File: config.mk
export PLATFORM = sky130hd
export DESIGN_NAME = serial_frame_deframer_core_flat
export DESIGN_NICKNAME = d
export VERILOG_FILES = /design/src/sfd_pkg.sv /design/src/sfd_rx_if.sv /design/src/serial_frame_deframer_core.sv /design/src/sfd_step.sv /design/src/flat_wrapper.sv
export SDC_FILE = /design/constraint.sdc
export NUM_CORES = 1
export LEC_CHECK = 0
export BUFFER_PORTS_ARGS = -buffer_cell sky130_fd_sc_hd__buf_2
export CAP_MARGIN = 20
export CORE_AREA = 10 10 111 103
export CTS_BUF_LIST = sky130_fd_sc_hd__clkbuf_16
export DETAILED_ROUTE_END_ITERATION = 12
export DIE_AREA = 0 0 121 113
export MAX_ROUTING_LAYER = met4
export PLACE_DENSITY_LB_ADDON = 0.25
export RECOVER_POWER = 25
export SYNTH_ARGS = -nofsm -noshare
export SYNTH_HDL_FRONTEND = slang
export SYNTH_SLANG_ARGS = --single-unit
File: constraint.sdc
create_clock -name clk -period 13.2 [get_ports clk]
set_input_delay 0.66 -clock clk [delete_from_list [all_inputs] [get_ports clk]]
set_output_delay 0.66 -clock clk [all_outputs]
set_load 0.01 [all_outputs]
File: src/sfd_pkg.sv
`timescale 1ns / 1ps
// ----------------------------------------------------------------------------
// sfd_pkg
// Types and constants shared by the serial frame deframer.
// ----------------------------------------------------------------------------
package sfd_pkg;

  localparam logic [2:0] PH_PREAMBLE = 3'd0;
  localparam logic [2:0] PH_HEADER   = 3'd1;
  localparam logic [2:0] PH_DATA     = 3'd2;
  localparam logic [2:0] PH_TRAILER  = 3'd3;
  localparam logic [2:0] PH_HUNT     = 3'd4;

  localparam logic [2:0] KIND_DATA         = 3'd0;
  localparam logic [2:0] KIND_ACCEPT       = 3'd1;
  localparam logic [2:0] KIND_TRAILER_BAD  = 3'd2;
  localparam logic [2:0] KIND_PREAMBLE_BAD = 3'd3;
  localparam logic [2:0] KIND_SYNC         = 3'd4;

  localparam logic [7:0] CH_M  = 8'h4D;
  localparam logic [7:0] CH_S  = 8'h53;
  localparam logic [7:0] CH_G  = 8'h47;
  localparam logic [7:0] CH_E  = 8'h45;
  localparam logic [7:0] CH_N  = 8'h4E;
  localparam logic [7:0] CH_D  = 8'h44;
  localparam logic [7:0] CH_LF = 8'h0A;

  typedef struct packed {
    logic [2:0]  phase;
    logic [7:0]  position;
    logic        hunt_seen_m;
    logic        hunt_seen_s;
    logic [7:0]  held_msg_id;
    logic [7:0]  held_transaction;
    logic [15:0] held_crc;
    logic [7:0]  held_length;
    logic        trailer_mismatch;
  } state_t;

  typedef struct packed {
    logic [2:0]  out_kind;
    logic [7:0]  data_byte;
    logic [7:0]  byte_index;
    logic [7:0]  msg_id;
    logic [7:0]  transaction_id;
    logic [15:0] crc_value;
    logic [7:0]  payload_length;
  } result_t;

endpackage

File: src/sfd_rx_if.sv
`timescale 1ns / 1ps
// ----------------------------------------------------------------------------
// sfd_rx_if / sfd_res_if
// Valid/ready channels for received bytes and deframer results.
// ----------------------------------------------------------------------------
interface sfd_rx_if;
  logic       valid;
  logic       ready;
  logic [7:0] rx_byte;

  modport source (output valid, output rx_byte, input ready);
  modport sink   (input valid, input rx_byte, output ready);
endinterface

interface sfd_res_if;
  logic        valid;
  logic        ready;
  logic [2:0]  out_kind;
  logic [7:0]  data_byte;
  logic [7:0]  byte_index;
  logic [7:0]  msg_id;
  logic [7:0]  transaction_id;
  logic [15:0] crc_value;
  logic [7:0]  payload_length;

  modport source (output valid, output out_kind, output data_byte, output byte_index,
                  output msg_id, output transaction_id, output crc_value,
                  output payload_length, input ready);
  modport sink   (input valid, input out_kind, input data_byte, input byte_index,
                  input msg_id, input transaction_id, input crc_value,
                  input payload_length, output ready);
endinterface

File: src/serial_frame_deframer_core.sv
`timescale 1ns / 1ps
// ----------------------------------------------------------------------------
// serial_frame_deframer_core
// Splits a received byte stream into MSG/header/payload/END frames and
// reports payload bytes, frame verdicts and resynchronization.
// ----------------------------------------------------------------------------
// channel  dir  payload
// rx       in   rx_byte
// res      out  out_kind, data_byte, byte_index, msg_id, transaction_id,
//               crc_value, payload_length (zero or one transfer per byte)
//
// One byte per cycle while res does not stall; the frame state updates in the cycle the byte transfers
// and its result appears on res the next cycle from the output register.
// rx is ready whenever the output register is empty or is emptied that cycle.
// A stall on res holds one result and blocks rx only while it is held.
// Synchronous reset returns to preamble matching with cleared header fields.
// ----------------------------------------------------------------------------
module serial_frame_deframer_core (
  input  logic             clk,
  input  logic             rst,
  sfd_rx_if.sink           rx,
  sfd_res_if.source        res
);

  sfd_pkg::state_t  st;
  sfd_pkg::state_t  st_next;
  sfd_pkg::result_t step_res;
  sfd_pkg::result_t out_reg;
  logic             step_valid;
  logic             out_valid;
  logic             take;

  sfd_step u_step (
    .cur       (st),
    .rx_byte   (rx.rx_byte),
    .nxt       (st_next),
    .res_valid (step_valid),
    .res       (step_res)
  );

  assign rx.ready = !out_valid || res.ready;
  assign take     = rx.valid && rx.ready;

  // all-zero state is preamble matching at position zero
  always_ff @(posedge clk) begin
    if (rst) begin
      st        <= '0;
      out_valid <= 1'b0;
    end else begin
      if (take) begin
        st <= st_next;
      end
      if (take) begin
        out_valid <= step_valid;
      end else if (res.ready) begin
        out_valid <= 1'b0;
      end
    end
  end

  always_ff @(posedge clk) begin
    if (take && step_valid) begin
      out_reg <= step_res;
    end
  end

  assign res.valid          = out_valid;
  assign res.out_kind       = out_reg.out_kind;
  assign res.data_byte      = out_reg.data_byte;
  assign res.byte_index     = out_reg.byte_index;
  assign res.msg_id         = out_reg.msg_id;
  assign res.transaction_id = out_reg.transaction_id;
  assign res.crc_value      = out_reg.crc_value;
  assign res.payload_length = out_reg.payload_length;

endmodule

File: src/sfd_step.sv
`timescale 1ns / 1ps
// ----------------------------------------------------------------------------
// sfd_step
// Next-state and result logic for one received byte.
// ----------------------------------------------------------------------------
module sfd_step (
  input  sfd_pkg::state_t  cur,
  input  logic [7:0]       rx_byte,
  output sfd_pkg::state_t  nxt,
  output logic             res_valid,
  output sfd_pkg::result_t res
);

  logic [7:0] pre_char;
  logic [7:0] trl_char;
  logic [8:0] idx_inc;
  logic       trl_bad;

  always_comb begin
    unique case (cur.position[1:0])
      2'd0:    pre_char = sfd_pkg::CH_M;
      2'd1:    pre_char = sfd_pkg::CH_S;
      default: pre_char = sfd_pkg::CH_G;
    endcase
    unique case (cur.position[1:0])
      2'd0:    trl_char = sfd_pkg::CH_E;
      2'd1:    trl_char = sfd_pkg::CH_N;
      2'd2:    trl_char = sfd_pkg::CH_D;
      default: trl_char = sfd_pkg::CH_LF;
    endcase
  end

  assign idx_inc = {1'b0, cur.position} + 9'd1;
  assign trl_bad = cur.trailer_mismatch | (rx_byte != trl_char);

  always_comb begin
    nxt       = cur;
    res_valid = 1'b0;
    res       = '0;
    unique case (cur.phase)
      sfd_pkg::PH_PREAMBLE: begin
        if (rx_byte != pre_char) begin
          nxt.hunt_seen_m      = 1'b0;
          nxt.hunt_seen_s      = 1'b0;
          nxt.phase            = sfd_pkg::PH_HUNT;
          nxt.position         = '0;
          nxt.trailer_mismatch = 1'b0;
          res_valid            = 1'b1;
          res.out_kind         = sfd_pkg::KIND_PREAMBLE_BAD;
        end else if (cur.position >= 8'd2) begin
          nxt.phase            = sfd_pkg::PH_HEADER;
          nxt.position         = '0;
          nxt.trailer_mismatch = 1'b0;
        end else begin
          nxt.position = idx_inc[7:0];
        end
      end
      sfd_pkg::PH_HEADER: begin
        unique case (cur.position)
          8'd0:    nxt.held_msg_id      = rx_byte;
          8'd1:    nxt.held_transaction = rx_byte;
          8'd2:    nxt.held_crc[7:0]    = rx_byte;
          8'd3:    nxt.held_crc[15:8]   = rx_byte;
          default: nxt.held_length      = rx_byte;
        endcase
        if (cur.position >= 8'd4) begin
          nxt.phase = (rx_byte == 8'd0) ? sfd_pkg::PH_TRAILER : sfd_pkg::PH_DATA;
          nxt.position         = '0;
          nxt.trailer_mismatch = 1'b0;
        end else begin
          nxt.position = idx_inc[7:0];
        end
      end
      sfd_pkg::PH_DATA: begin
        res_valid      = 1'b1;
        res.out_kind   = sfd_pkg::KIND_DATA;
        res.data_byte  = rx_byte;
        res.byte_index = cur.position;
        if (idx_inc >= {1'b0, cur.held_length}) begin
          nxt.phase            = sfd_pkg::PH_TRAILER;
          nxt.position         = '0;
          nxt.trailer_mismatch = 1'b0;
        end else begin
          nxt.position = idx_inc[7:0];
        end
      end
      sfd_pkg::PH_TRAILER: begin
        if (cur.position < 8'd3) begin
          nxt.trailer_mismatch = trl_bad;
          nxt.position         = idx_inc[7:0];
        end else begin
          res_valid            = 1'b1;
          nxt.position         = '0;
          nxt.trailer_mismatch = 1'b0;
          if (trl_bad) begin
            res.out_kind    = sfd_pkg::KIND_TRAILER_BAD;
            nxt.hunt_seen_m = 1'b0;
            nxt.hunt_seen_s = 1'b0;
            nxt.phase       = sfd_pkg::PH_HUNT;
          end else begin
            res.out_kind = sfd_pkg::KIND_ACCEPT;
            nxt.phase    = sfd_pkg::PH_PREAMBLE;
          end
        end
      end
      sfd_pkg::PH_HUNT: begin
        if (!cur.hunt_seen_m) begin
          nxt.hunt_seen_m = (rx_byte == sfd_pkg::CH_M);
        end else if (!cur.hunt_seen_s) begin
          if (rx_byte == sfd_pkg::CH_S) begin
            nxt.hunt_seen_s = 1'b1;
          end else begin
            nxt.hunt_seen_m = 1'b0;
          end
        end else begin
          nxt.hunt_seen_m = 1'b0;
          nxt.hunt_seen_s = 1'b0;
          if (rx_byte == sfd_pkg::CH_G) begin
            nxt.phase            = sfd_pkg::PH_HEADER;
            nxt.position         = '0;
            nxt.trailer_mismatch = 1'b0;
            res_valid            = 1'b1;
            res.out_kind         = sfd_pkg::KIND_SYNC;
          end
        end
      end
      default: begin
        nxt.phase            = sfd_pkg::PH_PREAMBLE;
        nxt.position         = '0;
        nxt.trailer_mismatch = 1'b0;
      end
    endcase
    // header fields ride along with data, accept and trailer-bad results
    if (cur.phase == sfd_pkg::PH_DATA || cur.phase == sfd_pkg::PH_TRAILER) begin
      res.msg_id         = nxt.held_msg_id;
      res.transaction_id = nxt.held_transaction;
      res.crc_value      = nxt.held_crc;
      res.payload_length = nxt.held_length;
    end
  end

endmodule

File: src/flat_wrapper.sv
// flat-port wrapper written by rule: the top's interface ports become plain ports
module serial_frame_deframer_core_flat 
  (clk, rst, rx_valid, rx_rx_byte, rx_ready, res_valid, res_out_kind, res_data_byte, res_byte_index, res_msg_id, res_transaction_id, res_crc_value, res_payload_length, res_ready);
  sfd_rx_if rx_i ();
  sfd_res_if res_i ();
  input  logic clk;
  input  logic rst;
  input wire logic [$bits(rx_i.valid)-1:0] rx_valid;
  input wire logic [$bits(rx_i.rx_byte)-1:0] rx_rx_byte;
  output wire logic [$bits(rx_i.ready)-1:0] rx_ready;
  output wire logic [$bits(res_i.valid)-1:0] res_valid;
  output wire logic [$bits(res_i.out_kind)-1:0] res_out_kind;
  output wire logic [$bits(res_i.data_byte)-1:0] res_data_byte;
  output wire logic [$bits(res_i.byte_index)-1:0] res_byte_index;
  output wire logic [$bits(res_i.msg_id)-1:0] res_msg_id;
  output wire logic [$bits(res_i.transaction_id)-1:0] res_transaction_id;
  output wire logic [$bits(res_i.crc_value)-1:0] res_crc_value;
  output wire logic [$bits(res_i.payload_length)-1:0] res_payload_length;
  input wire logic [$bits(res_i.ready)-1:0] res_ready;
  assign rx_i.valid = rx_valid;
  assign rx_i.rx_byte = rx_rx_byte;
  assign rx_ready = rx_i.ready;
  assign res_valid = res_i.valid;
  assign res_out_kind = res_i.out_kind;
  assign res_data_byte = res_i.data_byte;
  assign res_byte_index = res_i.byte_index;
  assign res_msg_id = res_i.msg_id;
  assign res_transaction_id = res_i.transaction_id;
  assign res_crc_value = res_i.crc_value;
  assign res_payload_length = res_i.payload_length;
  assign res_i.ready = res_ready;
  serial_frame_deframer_core u_core (.clk(clk), .rst(rst), .rx(rx_i), .res(res_i));
endmodule
Yosys cells after proc, flatten, opt, wreduce, memory -nomap -nowiden
Index checks and enable logic that the tools add are counted.
{ "classes": {"addsub": 1, "magnitude_cmp": 4, "n_eq_ne": 23, "mux": 55, "bitwise": 1, "reduce_logical": 17} }
{ "op_table": {"columns": ["operator", "n"], "rows": [
  ["two-way mux 8 bit", 9],
  ["one-hot mux 11 bit (5 select lines)", 1],
  ["two-way mux 11 bit", 4],
  ["two-way mux 40 bit", 1],
  ["two-way mux 3 bit", 9],
  ["== test 8 x 7 -> 1 bit, second input constant", 3],
  ["one-hot mux 7 bit (3 select lines)", 1],
  ["two-way mux 1 bit", 19],
  ["== test 8 x 2 -> 1 bit, second input constant", 2],
  ["zero test 8 bit", 2],
  ["inequality test 8 bit", 2],
  ["two-way mux 2 bit", 6],
  ["inequality test 2 bit, second input constant", 6],
  ["one-hot mux 5 bit (2 select lines)", 1],
  ["adder 8 x 1 -> 9 bit, second input constant", 1],
  ["greater-or-equal comparator 9 x 8 -> 1 bit", 1],
  ["one-hot mux 3 bit (3 select lines)", 1],
  ["== test 8 x 1 -> 1 bit, second input constant", 1],
  ["greater-or-equal comparator 8 x 2 -> 1 bit, second input constant", 1],
  ["greater-or-equal comparator 8 x 3 -> 1 bit, second input constant", 1],
  ["less-than comparator 8 x 2 -> 1 bit, second input constant", 1],
  ["AND reduction 8 bit", 1],
  ["AND reduction 7 bit", 1],
  ["== test 3 x 2 -> 1 bit, second input constant", 2],
  ["21 further kinds", 24]
]} }
{ "word_totals": {"regBits": 114, "in_bits": 12, "elab_cells": 118} }

Longest topological paths before layout
Gate-level depths: netlist (run 1).
{ "logic_depth": {"depth_word": 7, "depth_mapped": 11} }

Modules after synthesis
A second synthesis (run 1) with hierarchy kept.
{ "unflattened": {"cells_unflattened": 592, "area_unflattened_um2": 6271.0} }
{ "modules_own_cells": {"columns": ["module", "n_inst", "cells_per_inst", "area_per_inst_um2", "seq_area_each_um2"], "rows": [
  ["serial_frame_deframer_core", 1, 311, 4244.1, 2872.8],
  ["sfd_step", 1, 281, 2026.9, 0.0]
]} }

Least setup slack after synthesis (run 1)
Ideal clock, no wire load.
{ "synth_path": {"path_type": "input -> register", "from": "input rx_rx_byte[1]", "to": "register u_core.out_reg, in the netlist u_core.res.byte_index[0], enable pin", "setup_ns": 0.586, "arrival_time_ns": 6.137, "path_slack_ns": 6.477, "stages": 5, "path_buffers": 1, "cell_sequence": "clkbuf_1 > nor4bb_1 > and3_1 > a21oi_1 > a311oi_1"} }
{ "synth_via": {"elab_chain_len": 6} }
{ "synth_rtl": {"columns": ["element", "line", "rtl"], "rows": [
  ["start: declaration", "flat_wrapper.sv:9", "input wire logic [$bits(rx_i.rx_byte)-1:0] rx_rx_byte;"],
  ["== test 8 x 7 -> 1 bit", "sfd_step.sv:118", "if (rx_byte == sfd_pkg::CH_G) begin"],
  ["two-way mux 1 bit", "sfd_step.sv:118", null],
  ["two-way mux 1 bit", "sfd_step.sv:109", "end else if (!cur.hunt_seen_s) begin"],
  ["two-way mux 1 bit", "sfd_step.sv:107", "if (!cur.hunt_seen_m) begin"],
  ["one-hot mux 1 bit (4 select lines) *", "sfd_step.sv:40", "unique case (cur.phase)"],
  ["logical AND 1 bit *", "serial_frame_deframer_core.sv:62", "if (take && step_valid) begin"],
  ["end signal: assignment", "serial_frame_deframer_core.sv:63", "out_reg <= step_res;"],
  ["end: declaration", "serial_frame_deframer_core.sv:28", "sfd_pkg::result_t out_reg;"]
]} }
Mark *: on every way between the ends. The rest lies on a longest branch, timed or not.
A chain may end at the register's enable or synchronous reset.

Worst setup path after layout (run 1)
{ "layout_path": {"from": "register u_core.st[43] (netlist bit)", "to": "register u_core.st[52] (netlist bit)"} }
{ "layout_via": {"elab_chain_len": 5} }
{ "layout_rtl": {"columns": ["element", "line", "rtl"], "rows": [
  ["start: declaration", "serial_frame_deframer_core.sv:25", "sfd_pkg::state_t st;"],
  ["start signal: assignment", "serial_frame_deframer_core.sv:51", "st <= st_next;"],
  ["parallel branches: the longest is 5 deep, another holds adder 8 x 1 -> 9 bit", null, null]
]} }
Parallel ways; which one is timed is not known.

==> results of run 1 <==
==> kinds of logic (layout without fill, tap and decap cells) <==
logic type               Yosys count  count (layout)  synth area share, %
AND/OR/NAND/NOR                  216             216                 19.9
XOR/XNOR                           7               7                 1.16
flip-flops                       114             114                 54.2
AO/OA/AOI/OAI                    147             147                 15.8
buffers and inverters             57             124                 4.06
multiplexers                       8               8                 1.51
adder cells (fa/ha/maj)           14              14                 3.31
==> state kept, by name, summed over array words and instances, names as in the netlist <==
register                   cells
u_core.res.data_byte           8
u_core.res.out_kind            3
u_core.res.byte_index          8
u_core.res.payload_length      8
u_core.res.msg_id              8
u_core.res.crc_value          16
u_core.st                     54
u_core.res.valid               1
u_core.res.transaction_id      8
==> layout by cell type (no fill, tap or decap), types with 8 or more instances in the layout <==
cell type,synthesis,layout
mux2i_1,8,8
nor2_1,34,34
a21oi_1,70,70
clkbuf_16,0,18
nand3_1,36,36
nand2_1,86,86
ha_1,14,14
dfxtp_1,55,55
buf_2,1,36
and3_1,18,18
clkbuf_1,41,38
o21ai_0,42,42
inv_1,14,16
edfxtp_1,59,59
==> stage by stage <==
step | std cells | util [%] | hold WS, ns
after global placement | 719 | 63.1 | 0.460
after detailed placement | 719 | 63.1 | 0.467
after global routing | 752 | 68.8 | 0.493
after floorplan | 563 | - | 0.454
final | 752 | 68.8 | 0.475
after CTS | 751 | 69.3 | 0.475
==> layout make-up <==
type | instances | area (µm²) | share of cell area, %
sequential | 114 | 2870 | 46.2
multi-input combinational | 392 | 2230 | 35.8
clock buffer | 18 | 450 | 7.24
timing repair buffer | 78 | 353 | 5.67
tap | 122 | 153 | 2.45
clock inverter | 14 | 115 | 1.85
inverter | 14 | 52.6 | 0.844
==> worst paths after layout <==
kind	from	to	slack [ns]	depth (start not counted)
max	u_core.st[43]	u_core.st[52]	9.79	11
min	u_core.st[14]	u_core.st[14]	0.47	2
max reg2reg	u_core.st[43]	u_core.st[52]	9.79	11
min reg2reg	u_core.st[14]	u_core.st[14]	0.47	2
==> metal layers <==
layer | vias up | part of all wire, % | GRT usage (%)
met1 | 2080 | 42 | 24.2
met4 | 0 | 1.2 | 7.40
li1 | 2126 | - | -
met3 | 19 | 9.7 | 5.57
met5 | - | 0 | -
met2 | 222 | 48 | 31.1
==> critical path: cells and delay by family (launching register included) <==
family	cells	cell delay, ns
xor gates and xnor gates	1	0.18
adders and majority gates	2	0.81
AOI/OAI and AO/OA	4	0.95
and+or+nand+nor	4	0.86
DFF	1	0.50
==> where the power goes <==
group | switching [W] | internal [W] | total [W]
Combinational | 0.000188 | 0.0000736 | 0.000262
Clock | 0.000161 | 0.000268 | 0.000428
Sequential | 0.0000251 | 0.000457 | 0.000482
==> metrics.md, run 1 <==
| Metric | Value |
|---|---|
| Peak VDD IR | `0.0896 mV` |
| Synth cell types | `48` |
| Final min period | `3.41 ns` |
| FP Rows | `33` |
| Detail Placement HPWL | `8530 µm` |
| Max Transition Viols Final | `41` |
| Placeable core area | `9040 µm²` |
| Fmax | `0.293 GHz` |
| Cell chain of the critical path | `ha_1 -> nand3_1 -> nor2_1 -> xor2_1 -> ha_1 -> a211oi_1 -> nand2_1 -> a31oi_1 -> o21ai_0 -> and3_1 -> a311oi_1` |
| Cell area after synthesis | `5300 µm²` |
| Clock Latency Late Sink | `0.40 ns` |
| Ant. Diodes | `0` |
| Layout Nets | `643` |
| Setup WS post-layout | `9.79 ns` |
| Cell count after synthesis | `563` |
| CP most frequent cell | `ha_1` |
| DR WL/cell | `17.7 µm` |
| Initial Utilization | `58.6%` |
| Critical-path maximum fanout | `15` |
| RSZ-0062 raised after global routing | `false` |
| Synth top cells by count | `nand2_1, a21oi_1, edfxtp_1, dfxtp_1, o21ai_0` |
| Worst hold path type | `reg -> reg` |
| CTS tree | `yes` |
| Gr usage total | `20.0%` |
| Clock transition at path regs | `0.05 ns` |
| Root Driver | `clkbuf_16` |
| Num CTS Buffers | `17` |
| Fin crit share | `25.9%` |
| Top cell type's share of synthesized area | `33.4%` |
| Cell taking the most area after synthesis | `edfxtp_1` |
| Top post-synthesis cells by area | `edfxtp_1, dfxtp_1, a21oi_1` |
| Post-Place Cell Area | `5700 µm²` |
| CTS Hold Buffers Added | `0` |
| Dominant synthesized flop cell | `edfxtp_1` |
| Crit path launch type | `flip-flop` |
| Post-Place Setup Slack | `9.84 ns` |
| Final Skew | `0.00677 ns` |
| Routed vias | `4447` |
| Largest net degree at the start of global routing | `49` |
| YS warnings | `0` |
| First-pass GRT wire length | `21300 µm` |
| CP Capture Type | `flip-flop` |
| Total power divided by cell area | `188 nW/µm²` |
| Syn nets | `589` |
| Share of layout cells above drive strength 1 | `12.5%` |
| Status | `complete, but fails checks` |
| Routed wire length | `13300 µm` |
| LEAKAGE | `2.16 nW` |
| Pwr Total | `0.00117 W` |
| Slew HR | `-33.3%` |
| Sequential element share of the synthesized area | `54.2%` |
| Post-cts repair resize count | `0` |
| Fin Setup TNS | `0 ns` |
| Post-synth EDFFs | `59` |
| Gr ovfl total | `0` |
| Post-CTS setup buffer count | `0` |
| Die area | `13700 µm²` |
| Flops & latches, synth | `114` |
| Placer Congestion | `0.881` |
| Max_cap viols | `1` |
| Avg Synthesized Cell Area | `9.41 µm²` |
| Worst path slowest cell | `ha_1` |
| DRT Pass-1 Iters | `5` |
| Clock Tree Buf Depth | `2` |
| Crit path largest cell delay | `0.54 ns` |
| Area delta synth->final | `17.5%` |
| # port buffers | `72` |
| Die X | `121 µm` |
| Clock H-tree levels | `4` |
| Ports | `73` |
| Post-DRT Antenna Nets | `0` |
| Starting DRT DRC Count | `390` |
| Worst Path Required | `13.51 ns` |
| Vias in the first global route | `4121` |
| Detailed-route vias per instance | `5.91` |
| Final Hold Fails | `0` |
| Post-Layout Inst Area | `6220 µm²` |
| Final setup vio count | `0` |
| FILL cells | `721` |
| Failing checks | `max-capacitance violations, max-slew violations` |
| Chip height | `113 µm` |
| Initial antenna violation count | `0` |
| Post-route DRC | `0` |
| Fraction of registers with async set/reset | `0%` |
| Kind of critical path | `reg -> reg` |
| Most frequent cell after synthesis | `nand2_1` |
| Crit path arrival time | `3.72 ns` |
| Slew at the pin closest to its max-slew limit | `2.00 ns` |
| Clk sinks | `114` |
Power figures use the tool's default switching activity.
==> run 2: changes to the inputs <==
--- a/config.mk
+++ b/config.mk
@@ -7,10 +7,10 @@
 export LEC_CHECK = 0
 export BUFFER_PORTS_ARGS = -buffer_cell sky130_fd_sc_hd__buf_2
 export CAP_MARGIN = 20
-export CORE_AREA = 10 10 111 103
+export CORE_AREA = 10 10 118 109
 export CTS_BUF_LIST = sky130_fd_sc_hd__clkbuf_16
 export DETAILED_ROUTE_END_ITERATION = 12
-export DIE_AREA = 0 0 121 113
+export DIE_AREA = 0 0 128 119
 export MAX_ROUTING_LAYER = met4
 export PLACE_DENSITY_LB_ADDON = 0.25
 export RECOVER_POWER = 25
==> constraint.sdc (replaced) <==
create_clock -name clk -period 2.85 [get_ports clk]
set_input_delay 0.1425 -clock clk [delete_from_list [all_inputs] [get_ports clk]]
set_output_delay 0.1425 -clock clk [all_outputs]
set_load 0.01 [all_outputs]
==> run 2 against run 1 <==
The run now ends clean. Total power rose to 4.8 times the previous value. Critical path depth rose by 1. Combinational power rose to 4.9 times the previous value. Sequential power rose to 4.6 times the previous value. First-iteration DRC count rose by 32%. Sequential cell count did not move. Routed wire length rose by 4.9%. Clock-buffer cell count fell by 1. Largest cell class unchanged. Largest power group unchanged.
==> metrics.md, run 2 (same netlist as run 1, synthesis figures left out) <==
| Metric | Value |
|---|---|
| # port buffers | `72` |
| Area delta synth->final | `20.9%` |
| RSZ-0062 raised after global routing | `false` |
| Max_cap viols | `0` |
| Routed vias | `4478` |
| Slew HR | `41.2%` |
| Largest net degree at the start of global routing | `61` |
| Reg area | `2880 µm²` |
| Core Util, Final | `60.8%` |
| Detail Placement HPWL | `8950 µm` |
| Final Hold Fails | `0` |
| Slew at the pin closest to its max-slew limit | `0.877 ns` |
| Hold Crit Depth | `3` |
| Register-to-Register Path Depth | `12` |
| Crit path launch type | `flip-flop` |
| Fmax | `0.368 GHz` |
| Clock transition at path regs | `0.06 ns` |
| Worst Path Required | `3.18 ns` |
| Clock Tree Buf Depth | `2` |
| FILL cells | `906` |
| Share of layout cells above drive strength 1 | `12.7%` |
| Clock Latency Late Sink | `0.42 ns` |
| Final Skew | `0.00877 ns` |
| Worst hold path type | `in -> reg` |
| Chip height | `119 µm` |
| Initial antenna violation count | `0` |
| Gr usage total | `18.8%` |
| Footprint of the multi-input gates | `2300 µm²` |
| Final min period | `2.72 ns` |
| CP Capture Type | `flip-flop` |
| Fin Setup TNS | `0 ns` |
| LEAKAGE | `2.18 nW` |
| CTS tree | `yes` |
| Layout Nets | `652` |
| Gr ovfl total | `0` |
| Max Transition Viols Final | `0` |
| Biggest register | `u_core.st` |
| Kind of critical path | `reg -> reg` |
| Post-DRT Antenna Nets | `0` |
| Die area | `15200 µm²` |
| FP Rows | `36` |
| Num CTS Buffers | `17` |
| Most frequent cells in the layout | `nand2_1, a21oi_1, edfxtp_1` |
| Routed wire length | `14000 µm` |
| Crit path arrival time | `3.04 ns` |
| Fin crit share | `95.4%` |
| Detailed-route vias per instance | `5.80` |
| Initial Utilization | `50.3%` |
| DR WL/cell | `18.1 µm` |
| Fin Hold WS | `0.0521 ns` |
| Final setup vio count | `0` |
| Max reg flops | `54` |
| Starting DRT DRC Count | `513` |
| Placeable core area | `10500 µm²` |
| Ports | `73` |
| Status | `finished, final reports clean` |
| Ant. Diodes | `0` |
| CTS Hold Buffers Added | `0` |
| Clk sinks | `114` |
| Root Driver | `clkbuf_16` |
| First-pass GRT wire length | `22800 µm` |
| Post-route DRC | `0` |
| Vias in the first global route | `4397` |
| Peak VDD IR | `0.485 mV` |
| Die X | `128 µm` |
| Clock H-tree levels | `4` |
| DRT Pass-1 Iters | `5` |
| Commonest non-fill, non-tap cell in the layout | `nand2_1` |
| Total power divided by cell area | `870 nW/µm²` |
| Placer Congestion | `0.914` |
| Critical-path maximum fanout | `14` |
[run 2: per-layer routing]
layer  routed length, µm  up-vias  track usage, %
met5                   0        -               -
met2                6530      221            27.7
li1                    -     2135               -
met4                 193        0            7.10
met3                1110       20            4.92
met1                6130     2102            24.3
[run 2: area by class of cell]
type | count | share of cell area [%]
clock buffer | 17 | 6.64
multi-input combinational | 392 | 35.9
tap | 133 | 2.60
sequential | 114 | 45.0
inverter | 14 | 0.898
timing repair buffer | 87 | 6.70
clock inverter | 15 | 2.32
[run 2: repair_timing]
item,CTS,global route
resized for setup,0,11
setup endpoints to repair,0,24
buffers inserted,0,1
[run 2: worst max-delay path, cell delays in order, from the launching register on]
cell and delay, ns:
dfxtp_4 0.40, ha_2 0.23, buf_6 0.17, nor2b_1 0.07
or2_2 0.29, ha_1 0.28, a21oi_1 0.12, o21ai_0 0.09
a31oi_1 0.22, o21ai_1 0.11, buf_4 0.18, and3_1 0.19
a311oi_2 0.28
[run 2: final timing paths]
check	startpoint	endpoint	slack, ns
worst max-delay path	u_core.st[44]	u_core.st[52]	0.13
worst min-delay path	res_ready	u_core.res.valid	0.05
worst max register to register	u_core.st[44]	u_core.st[52]	0.13
worst min register to register	u_core.st[12]	u_core.st[12]	0.47
[run 2: where the power goes]
part	switching [W]	internal (W)
registers	0.000110	0.00211
clock network	0.000719	0.00135
logic	0.000905	0.000379
total	0.00173	0.00384
[run 2: per-stage QoR]
step | cells | power [W] | cell area [µm²] | worst slack, ns
final | 772 | 0.00558 | 6410 | 0.131
after global routing | 772 | 0.00583 | 6410 | 0.0122
after CTS | 771 | 0.00564 | 6430 | 0.0108
after detailed placement | 739 | 0.00359 | 5850 | 0.0626
after global placement | 739 | 0.00355 | 5850 | 0.210
after floorplan | 563 | 0.00305 | 5360 | -0.440
==> run 3: changes to the inputs <==
--- a/config.mk
+++ b/config.mk
@@ -5,12 +5,13 @@
 export SDC_FILE = /design/constraint.sdc
 export NUM_CORES = 1
 export LEC_CHECK = 0
+export ABC_AREA = 1
 export BUFFER_PORTS_ARGS = -buffer_cell sky130_fd_sc_hd__buf_2
 export CAP_MARGIN = 20
-export CORE_AREA = 10 10 118 109
+export CORE_AREA = 10 10 123 114
 export CTS_BUF_LIST = sky130_fd_sc_hd__clkbuf_16
 export DETAILED_ROUTE_END_ITERATION = 12
-export DIE_AREA = 0 0 128 119
+export DIE_AREA = 0 0 133 124
 export MAX_ROUTING_LAYER = met4
 export PLACE_DENSITY_LB_ADDON = 0.25
 export RECOVER_POWER = 25
==> run 3 against run 2 <==
Sequential cell count did not move. Area after synthesis grew 13%. First-iteration DRC count down 6.8%. Synthesized cell count up 31%. Sequential share of layout area decreased by 3.9 points. Die area is 8.3% higher. Hold slack got worse by 0.013 ns. Highest routed layer unchanged. Global-route usage fell by 0.055 points.
==> metrics.md, run 3 <==
| Metric | Value |
|---|---|
| Status | `finished, final reports clean` |
| Clk pwr share | `30.9%` |
| Max reg flops | `54` |
| Cell taking the most area after synthesis | `edfxtp_1` |
| Root Driver | `clkbuf_16` |
| Routed wire length | `14600 µm` |
| Die area | `16500 µm²` |
| Fin Setup TNS | `0 ns` |
| Post-synth EDFFs | `59` |
| Avg Synthesized Cell Area | `8.12 µm²` |
| DR top layer | `met4` |
| Flops & latches, synth | `114` |
| Total power divided by cell area | `963 nW/µm²` |
| Cell chain of the critical path | `ha_2 -> nand3_1 -> xor2_1 -> ha_1 -> nand2_1 -> nor2_1 -> nand2_1 -> nand3_1 -> nand2_1 -> nand2_1 -> nand2_1 -> nand2_2 -> nand4_2 -> nand2_1 -> a21oi_2` |
| Synth Area in Simple Gates | `23.7%` |
| R2r startpoint | `u_core.st[43]` |
| Most frequent cell after synthesis | `nand2_1` |
| Mux contribution to synthesized area | `0%` |
| Placer Congestion | `0.873` |
| CP most frequent cell | `nand2_1` |
| Fin crit share | `87.1%` |
| Cell-internal power | `0.00429 W` |
| R2R setup slack | `0.37 ns` |
| Crit path launch type | `flip-flop` |
| Synth Area in XOR/XNOR | `0.587%` |
| Worst hold endpoint | `u_core.res.valid` |
| LEAKAGE | `3.39 nW` |
| DRT Pass-1 Iters | `5` |
| Top post-synthesis cells by area | `edfxtp_1, dfxtp_1, nand2_1` |
| Synth cell types | `40` |
| Chip height | `124 µm` |
| Combinational power share | `32.8%` |
| YS warnings | `0` |
| Metal3 WL | `924 µm` |
| Layout Nets | `835` |
| Max_cap viols | `0` |
| Post-Layout Inst Area | `7010 µm²` |
| Fmax | `0.403 GHz` |
| Clock Tree Buf Depth | `2` |
| Clock H-tree levels | `4` |
| Worst path slowest cell | `dfxtp_2` |
| Vias in the first global route | `4895` |
| Initial Utilization | `52.6%` |
| Kind of critical path | `reg -> reg` |
| Sw Pwr | `0.00245 W` |
| Met2 routed WL | `6750 µm` |
| Final min period | `2.48 ns` |
| Met1 Wirelength | `6640 µm` |
| Most frequent cells in the layout | `nand2_1, inv_1, nor2_1` |
| Gr ovfl total | `0` |
| Die X | `133 µm` |
| Largest family of logic cells by synthesized area | `simple AND/OR/NAND/NOR gates` |
| Ports | `73` |
| Detailed-route vias per instance | `5.09` |
| Ant. Diodes | `0` |
| Num CTS Buffers | `17` |
| Crit path largest cell delay | `0.43 ns` |
| Pwr Total | `0.00674 W` |
| Sequential share of power | `36.3%` |
| Cell count after synthesis | `735` |
| Post-route DRC | `0` |
| RSZ-0062 raised after global routing | `false` |
| Share of layout cells above drive strength 1 | `18.0%` |
| Synth top cells by count | `nand2_1, inv_1, nor2_1, edfxtp_1, dfxtp_1` |
| Worst Path Required | `3.12 ns` |
| Hold path start | `res_ready` |
| Core Util, Final | `61.8%` |
| Syn nets | `761` |
| First-pass GRT wire length | `24100 µm` |
| Slew HR | `48.2%` |
| Initial antenna violation count | `0` |
| Area delta synth->final | `17.4%` |
| CP Capture Type | `flip-flop` |
| Slew at the pin closest to its max-slew limit | `0.777 ns` |
| Largest net degree at the start of global routing | `41` |
| Peak VDD IR | `0.563 mV` |
| Biggest register | `u_core.st` |
| Post-DRT Antenna Nets | `0` |
| Final Skew | `0.00792 ns` |
| CTS tree | `yes` |
| FILL cells | `1001` |
| FP Rows | `37` |
| Clock Latency Late Sink | `0.42 ns` |
| Hold Crit Depth | `4` |
| Detail Placement HPWL | `9810 µm` |
| Routed vias | `4981` |
| Post-Place Cell Area | `6500 µm²` |
| R2R Path End | `u_core.st[43]` |
| Commonest non-fill, non-tap cell in the layout | `nand2_1` |
| Clk sinks | `114` |
| Final setup vio count | `0` |
| DR WL/cell | `15.0 µm` |
| Worst hold path type | `in -> reg` |
| Register-to-Register Path Depth | `15` |
| Dominant synthesized flop cell | `edfxtp_1` |
| Clock transition at path regs | `0.06 ns` |
| Sw Share | `36.4%` |
| Placeable core area | `11300 µm²` |
| Critical-path maximum fanout | `9` |
| Fraction of registers with async set/reset | `0%` |
| Gr usage total | `18.8%` |
| Cell area after synthesis | `5970 µm²` |
| Sequential element share of the synthesized area | `48.1%` |
| Starting DRT DRC Count | `478` |
| Synth Area in Adders | `2.94%` |
| Synth Area in Compound Gates | `13.3%` |
| Max Transition Viols Final | `0` |
| # port buffers | `72` |
| Final Hold Fails | `0` |
| Top cell type's share of synthesized area | `29.7%` |
| Crit path arrival time | `2.76 ns` |
## run 3: cell count changes after synthesis, moves of 11 or more
cell      delta
nand2_2     +11
o21ai_0     -32
nor2_1      +71
clkbuf_1    -27
nand3_1     -21
nand2_1     +56
o21ai_1     +48
inv_1      +115
inv_2       +11
a21oi_1     -52
o21ai_2     +32
and3_1      -18
## run 3: critical path, delay by kind of cell (launching register included)
family                     cells  cell delay (ns)
and+or+nand+nor               11             1.08
adders and majority gates      2             0.58
AOI/OAI and AO/OA              1             0.06
DFF                            1             0.43
xor gates and xnor gates       1             0.18
## run 3: repair_timing
action                     4_1_cts  5_1_grt
setup endpoints to repair        0        7
buffers inserted                 0        0
resized for setup                0        3
hold buffers                     0        0
## run 3: final cells by class
| type | instances | area, µm² | area share [%] |
|---|---|---|---|
| Inverter | 144 | 548 | 7.82 |
| Multi-Input combinational cell | 451 | 2420 | 34.5 |
| Sequential cell | 114 | 2880 | 41.0 |
| Timing Repair Buffer | 81 | 393 | 5.61 |
| Clock buffer | 17 | 425 | 6.07 |
| Tap cell | 156 | 195 | 2.79 |
| Clock inverter | 15 | 150 | 2.14 |
## run 3: cells by family after synthesis
| logic type | after synthesis |
|---|---|
| AND/OR/NAND/NOR | 312 |
| buffers and inverters | 170 |
| AO/OA/AOI/OAI | 121 |
| flip-flops | 114 |
| adder cells (fa/ha/maj) | 14 |
| XOR/XNOR | 4 |
## run 3: stage by stage
| step | setup slack (ns) | hold WS (ns) | cells |
|---|---|---|---|
| CTS | 0.192 | 0.0361 | 978 |
| detailed placement | 0.230 | 0.469 | 946 |
| floorplan | 0.164 | 0.408 | 735 |
| finish | 0.368 | 0.0392 | 978 |
| global route | 0.0751 | 0.0879 | 978 |
| global placement | 0.325 | 0.470 | 946 |
## run 3: worst max-delay path by stage
stage | start | to | cells after the start
global route | u_core.st[43] | u_core.st[43] | 15
detailed placement | u_core.st[43] | u_core.st[44] | 15
finish | u_core.st[43] | u_core.st[43] | 15
floorplan | u_core.st[43] | u_core.res.byte_index[0] | 8
CTS | u_core.st[43] | u_core.st[43] | 15
global placement | u_core.st[43] | u_core.st[50] | 15
## run 3: power groups by stage
| stage | combinational, W | sequential [W] | clock (W) |
|---|---|---|---|
| 5_1_grt | 0.00246 | 0.00250 | 0.00216 |
| 3_3_place_gp | 0.00224 | 0.00245 | 0 |
| 4_1_cts | 0.00230 | 0.00244 | 0.00210 |
| 3_5_place_dp | 0.00228 | 0.00247 | 0 |
| 2_1_floorplan | 0.00134 | 0.00264 | 0 |
| 6_report | 0.00221 | 0.00245 | 0.00208 |
## run 3: routing by layer
| layer | up-vias | track usage (%) |
|---|---|---|
| met5 | - | - |
| met3 | 35 | 5.15 |
| met1 | 2332 | 22.3 |
| met2 | 156 | 29.4 |
| li1 | 2458 | - |
| met4 | 0 | 8.72 |
